[src/design/bobl_pkg.sv]
// shared types and codes for the bounded ordered byte list
`default_nettype none
package bobl_pkg;

	typedef enum logic [2:0] {
		OP_INSERT  = 3'd0,
		OP_APPEND  = 3'd1,
		OP_PREPEND = 3'd2,
		OP_DELETE  = 3'd3,
		OP_POP     = 3'd4
	} opcode_t;

	typedef enum logic [1:0] {
		ST_OK       = 2'd0,
		ST_FULL     = 2'd1,
		ST_NOTFOUND = 2'd2,
		ST_EMPTY    = 2'd3
	} status_t;

	typedef enum logic [1:0] {
		DIR_HOLD,
		DIR_OPEN,
		DIR_CLOSE
	} dir_t;

	typedef enum logic [1:0] {
		KEY_ORDER,
		KEY_EQUAL,
		KEY_FREE,
		KEY_ALL
	} key_t;

	typedef struct packed {
		logic               en;
		dir_t               dir;
		key_t               key;
		logic signed [7:0]  value;
	} cell_cmd_t;

endpackage
`default_nettype wire

[src/design/bobl_cell.sv]
// one list cell: holds a byte, finds the first hit and shifts with its neighbors
`default_nettype none
module bobl_cell (
	input  wire logic                clk,
	input  wire bobl_pkg::cell_cmd_t cmd,
	input  wire logic                occ,
	input  wire logic signed [7:0]   left_data,
	input  wire logic signed [7:0]   right_data,
	input  wire logic                found_in,
	output logic                     found_out,
	output logic signed [7:0]        data,
	output logic signed [7:0]        take
);

	logic signed [7:0] data_q;
	logic              hit;
	logic              first;

	always_comb begin
		case (cmd.key)
			bobl_pkg::KEY_ORDER: hit = !occ || !(cmd.value > data_q);
			bobl_pkg::KEY_EQUAL: hit = occ && (data_q == cmd.value);
			bobl_pkg::KEY_FREE:  hit = !occ;
			bobl_pkg::KEY_ALL:   hit = 1'b1;
			default:             hit = 1'b0;
		endcase
	end

	assign found_out = found_in || hit;
	assign first     = hit && !found_in;
	assign data      = data_q;
	assign take      = (cmd.dir == bobl_pkg::DIR_CLOSE && first) ? data_q : 8'sd0;

	always_ff @(posedge clk) begin
		if (cmd.en) begin
			case (cmd.dir)
				bobl_pkg::DIR_OPEN: begin
					if (found_in)
						data_q <= left_data;
					else if (hit)
						data_q <= cmd.value;
				end
				bobl_pkg::DIR_CLOSE: begin
					if (found_out)
						data_q <= right_data;
				end
				default: begin
				end
			endcase
		end
	end

endmodule
`default_nettype wire

[src/design/bounded_ordered_byte_list_unit.sv]
// bounded ordered byte list: top level with control, count and result register
// an accepted request's result is registered straight into the output register
// throughput: one request per cycle while in_stall is low; compare, first-hit ripple and shift all finish
// in that cycle across the row of cells
// reset clears the internal entry count and the result valid; cell contents and the result registers are left as is
`default_nettype none
module bounded_ordered_byte_list_unit #(
	parameter int LIST_DEPTH = 16
) (
	input  wire logic              clk,
	input  wire logic              arst_n,
	input  wire logic              in_valid,
	output logic                   in_stall,
	input  wire logic [2:0]        opcode,
	input  wire logic signed [7:0] value,
	output logic                   out_valid,
	input  wire logic              out_stall,
	output logic [1:0]             status,
	output logic signed [7:0]      removed_value,
	output logic [4:0]             entry_count
);

	localparam int CW = $clog2(LIST_DEPTH + 1);

	logic [CW-1:0]             count_q;
	logic [CW-1:0]             count_next;
	logic                      out_valid_q;
	logic [1:0]                status_q;
	logic signed [7:0]         removed_q;
	logic [4:0]                entry_count_q;

	logic                      accept;
	logic                      full;
	logic                      empty;
	bobl_pkg::cell_cmd_t       cmd;
	bobl_pkg::status_t         st;

	logic signed [7:0]         cell_data  [LIST_DEPTH];
	logic signed [7:0]         cell_take  [LIST_DEPTH];
	logic                      found      [LIST_DEPTH+1];
	logic                      occ        [LIST_DEPTH];
	logic signed [7:0]         removed;
	logic [CW+4:0]             count_wide;

	assign in_stall = out_valid_q && out_stall;
	assign accept   = in_valid && !in_stall;
	assign full     = (count_q == CW'(LIST_DEPTH));
	assign empty    = (count_q == '0);
	assign found[0] = 1'b0;

	always_comb begin
		cmd.en    = accept;
		cmd.dir   = bobl_pkg::DIR_HOLD;
		cmd.key   = bobl_pkg::KEY_ALL;
		cmd.value = value;
		case (opcode)
			bobl_pkg::OP_INSERT, bobl_pkg::OP_APPEND, bobl_pkg::OP_PREPEND: begin
				if (!full) begin
					cmd.dir = bobl_pkg::DIR_OPEN;
					if (opcode == bobl_pkg::OP_INSERT)
						cmd.key = bobl_pkg::KEY_ORDER;
					else if (opcode == bobl_pkg::OP_APPEND)
						cmd.key = bobl_pkg::KEY_FREE;
					else
						cmd.key = bobl_pkg::KEY_ALL;
				end
			end
			bobl_pkg::OP_DELETE: begin
				if (!empty) begin
					cmd.dir = bobl_pkg::DIR_CLOSE;
					cmd.key = bobl_pkg::KEY_EQUAL;
				end
			end
			bobl_pkg::OP_POP: begin
				if (!empty) begin
					cmd.dir = bobl_pkg::DIR_CLOSE;
					cmd.key = bobl_pkg::KEY_ALL;
				end
			end
			default: begin
			end
		endcase
	end

	always_comb begin
		st = bobl_pkg::ST_OK;
		case (opcode)
			bobl_pkg::OP_INSERT, bobl_pkg::OP_APPEND, bobl_pkg::OP_PREPEND: begin
				if (full)
					st = bobl_pkg::ST_FULL;
			end
			bobl_pkg::OP_DELETE: begin
				if (empty)
					st = bobl_pkg::ST_EMPTY;
				else if (!found[LIST_DEPTH])
					st = bobl_pkg::ST_NOTFOUND;
			end
			bobl_pkg::OP_POP: begin
				if (empty)
					st = bobl_pkg::ST_EMPTY;
			end
			default: begin
			end
		endcase
	end

	for (genvar gi = 0; gi < LIST_DEPTH; gi++) begin : g_cell
		logic signed [7:0] left_d;
		logic signed [7:0] right_d;

		assign occ[gi] = (count_q > CW'(gi));

		if (gi == 0) begin : g_head
			assign left_d = value;
		end else begin : g_mid_l
			assign left_d = cell_data[gi-1];
		end

		if (gi == LIST_DEPTH - 1) begin : g_tail
			assign right_d = cell_data[gi];
		end else begin : g_mid_r
			assign right_d = cell_data[gi+1];
		end

		bobl_cell u_cell (
			.clk        (clk),
			.cmd        (cmd),
			.occ        (occ[gi]),
			.left_data  (left_d),
			.right_data (right_d),
			.found_in   (found[gi]),
			.found_out  (found[gi+1]),
			.data       (cell_data[gi]),
			.take       (cell_take[gi])
		);
	end

	always_comb begin
		removed = '0;
		for (int i = 0; i < LIST_DEPTH; i++)
			removed = removed | cell_take[i];
	end

	always_comb begin
		count_next = count_q;
		if (cmd.dir == bobl_pkg::DIR_OPEN)
			count_next = count_q + CW'(1);
		else if (cmd.dir == bobl_pkg::DIR_CLOSE && found[LIST_DEPTH])
			count_next = count_q - CW'(1);
	end

	assign count_wide = {5'd0, count_next};

	always_ff @(posedge clk or negedge arst_n) begin
		if (!arst_n) begin
			count_q     <= '0;
			out_valid_q <= 1'b0;
		end else begin
			if (accept) begin
				count_q     <= count_next;
				out_valid_q <= 1'b1;
			end else if (!out_stall) begin
				out_valid_q <= 1'b0;
			end
		end
	end

	always_ff @(posedge clk) begin
		if (accept) begin
			status_q      <= st;
			removed_q     <= removed;
			entry_count_q <= count_wide[4:0];
		end
	end

	assign out_valid     = out_valid_q;
	assign status        = status_q;
	assign removed_value = removed_q;
	assign entry_count   = entry_count_q;

endmodule
`default_nettype wire

[config.mk]
export PLATFORM = sky130hd
export DESIGN_NAME = bounded_ordered_byte_list_unit
export DESIGN_NICKNAME = d
export VERILOG_FILES = /design/src/design/bobl_pkg.sv /design/src/design/bobl_cell.sv /design/src/design/bounded_ordered_byte_list_unit.sv
export SDC_FILE = /design/constraint.sdc
export NUM_CORES = 1
export LEC_CHECK = 0
export ABC_AREA = 0
export BUFFER_PORTS_ARGS = -buffer_cell sky130_fd_sc_hd__buf_4
export CORE_MARGIN = 3
export CORE_UTILIZATION = 35
export DETAILED_ROUTE_END_ITERATION = 10
export PLACE_DENSITY = 0.48
export SKIP_LAST_GASP = 1
export SYNTH_ARGS = -nofsm -noshare
export SYNTH_HDL_FRONTEND = slang
export SYNTH_SLANG_ARGS = --single-unit
export TNS_END_PERCENT = 10
[constraint.sdc]
create_clock -name clk -period 3.7 [get_ports clk]
set_clock_uncertainty 0.05 [all_clocks]
set_input_delay 0.37 -clock clk [delete_from_list [all_inputs] [get_ports clk]]
set_output_delay 0.37 -clock clk [all_outputs]
set_load 0.03 [all_outputs]
==> out/metrics.cfg <==
[status]
status = finished, violations left
violations = negative setup slack

[route]
viasPerCell = 5.84
drtIter0Drc = 1187
dr.pass1.iters = 6
wl_mm = 54.1
drc = 0
wl_per_cell_um = 25.1
vias = 12600
ant_nets = 0

[grt]
grt_pass1_vias = 12000
antenna_found_initial = 0
grt_start_max_net_pins = 100
grt-busiest-layer = met2
grt_util_met2_pct = 42.3
overflow = 0
grtUsageTotal_pct = 27.5
grt_pass1_wl_mm = 79.4
met3_usage_pct = 4.03
grt.met1_usage_pct = 39.8

[yosys]
netlist.area_leader.share_pct = 33.1
avgSynthCellArea_sq_um = 8.93
synth_area_leaders = edfxtp_1 (33%), ha_1 (13%), mux2i_1 (7.3%), o21ai_0 (4.9%), nand2_1 (4.7%)
yosys_warnings = 0
synthTopCellsByCount = nand2_1 (162), edfxtp_1 (143), inv_1 (142)
synth_seq_cells = 149
syn_area_sq_um = 13000
yosysSeqAreaShare_pct = 34.2
synth.most_common_cell = nand2_1
async_reset_ff_share_pct = 4.03
synth-edff-count = 143
synthFlopType = edfxtp_1
synth_cells = 1455
netlist-cell-type-count = 87
yosys.area.top_type = edfxtp_1
syn-num-nets = 1606

[power_and_ir_drop]
fin_total_pwr_mw = 5.69
powerDensity_nw_per_um2 = 350
leakage_nw = 7.00
ir_worst_vdd_uv = 352

[setup_path]
critPathMaxFanout = 6
r2r_end = removed_value[1]
critPathKind = flop to flop
worstPathArrival_ps = 3880
crit_path_end = removed_value[1]
reg2reg_depth = 10
required_ps = 3850
crit_start = count_q[0]
r2r_setup_slack_ps = -30
reg2reg_from = count_q[0]
endpoint_kind = flop
cp-start-kind = flop

[job]
cap_viol_max_count = 0

[clock_network]
cts_buffers = 17
cts_htree_levels = 4
cts_tree = yes
clock_latency_ps = 460
clkTransAtPathRegs_ps = 70
clock_path_buffers = 2
root_buffer = clkbuf_16
clock_sinks = 149

[sta]
rsz0062_at_grt = yes
layout_min_cycle_time_ps = 3730
setup_viol = 3
fmax_mhz = 268
fin_crit_sh_pct = 101
fin_tns_setup_ps = -56.4
worst_slack_ps = -30.2
worst_pin_slew_ps = 971
finalHoldViolCount = 0
finalMaxSlewViolations = 0
relSlewSlack_pct = 35.2

[final_layout]
area_delta_synth_final_pct = 25.3
fin_nets = 1828
utilization_pct = 45.1
final_area_sq_um = 16300
fin_cells = 2151
antenna_cells = 0
drive_above_1_share_pct = 22.9

[worst_hold_path]
hp-class = input pin to flop
holdCritStartpoint = in_valid

[placed_design]
gp_congestion = 0.977
place_inst = 2096
place.port_buffers = 31
placed_area_sq_um = 15400
hpwlAfterDp_mm = 42.5

[floorplanning]
start_util_pct = 36.0
die_h_um = 199
core-area_sq_um = 36100
fp.dieArea_sq_um = 39500
ios = 32
rows = 69
die_width_um = 199

-- power breakdown --
| group | switching, mW | total, mW | internal (mW) |
|---|---|---|---|
| combinational | 1.11 | 1.85 | 0.741 |
| sequential | 0.119 | 2.14 | 2.02 |
| clock | 0.832 | 1.71 | 0.874 |
| total | 2.06 | 5.69 | 3.64 |
-- metal layers --
layer / vias to the layer above / share of wire [%] / wire (um)
met5: - / 0 / 0
met3: 93 / 7.2 / 3890
li1: 5846 / - / -
met1: 6141 / 46 / 24800
met2: 481 / 44 / 23700
met4: 0 / 3.1 / 1680
-- cells by family after synthesis --
family          synth area share, %
mux                            8.71
flops                          34.2
fa+ha+maj                      13.1
simple gates                   17.9
xor+xnor                      0.405
compound gates                 18.8
buf+inv                        6.92
-- worst min-delay path by stage --
stage,endpoint,slack (ps),cells past startpoint
global route,out_valid,60,2
global placement,out_valid,140,1
floorplan,count_q[0],20,0
detailed placement,out_valid,140,1
CTS,out_valid,40,2
finish,out_valid,60,2
-- layout make-up --
type	instances	area (sq um)
inverter	143	537
timing repair buffer	284	2310
tap	461	577
multi-input combinational	1082	7850
clock inverter	15	121
sequential	149	4440
clock buffer	17	425
fill	3610	19800
-- cells in the final DEF, fill, tap and decap left out, drive strengths merged, types with 7 or more instances in the layout --
cell type and count:
inv 149, clkinv 7, nand2b 11, and2 11, nor4 8, nand3 47
o211ai 11, nor3 36, a22oi 18, a21oi 80, o31ai 17, a21o 12
edfxtp 143, or4 8, o22ai 9, ha 136, nand2 165, buf 283
a22o 8, nor2 70, mux2 16, clkbuf 17, nor2b 17, mux2i 95
a31oi 11, nand4 36, a211oi 17, o21ai 131
-- timing repair --
item                                    in CTS  in global routing
endpoints found under the hold margin        6                  0
buffers inserted                            10                 12
gates cloned                                 0                  0
resized for setup                           12                 36
hold buffers                                 1                  0
endpoints found under the setup margin     143                164
pin swaps                                    6                 12
-- per-stage QoR --
step | hold WS [ps] | worst slack [ps]
finish | 59.1 | -30.2
global route | 63.7 | -106
CTS | 40.9 | -141
detailed placement | 140 | -402
global placement | 140 | -365
floorplan | 24.4 | 1.43
-- worst max-delay path, stage by stage (launching register included) --
cell and delay (ps):
dfrtp_1 400, inv_2 80, ha_4 170, or4b_4 520, a22o_4 320, a22oi_1 340
nor3_1 140, and2_4 180, a222oi_1 500, nand4_1 220, or4_1 550
-- registers in the layout (all words and copies together) (netlist names) --
name                count
status                  2
removed_value           8
out_valid               1
g_cell.u_cell.data    128
count_q                 5
entry_count             5
Note: power is estimated with default switching activity, not from simulation.
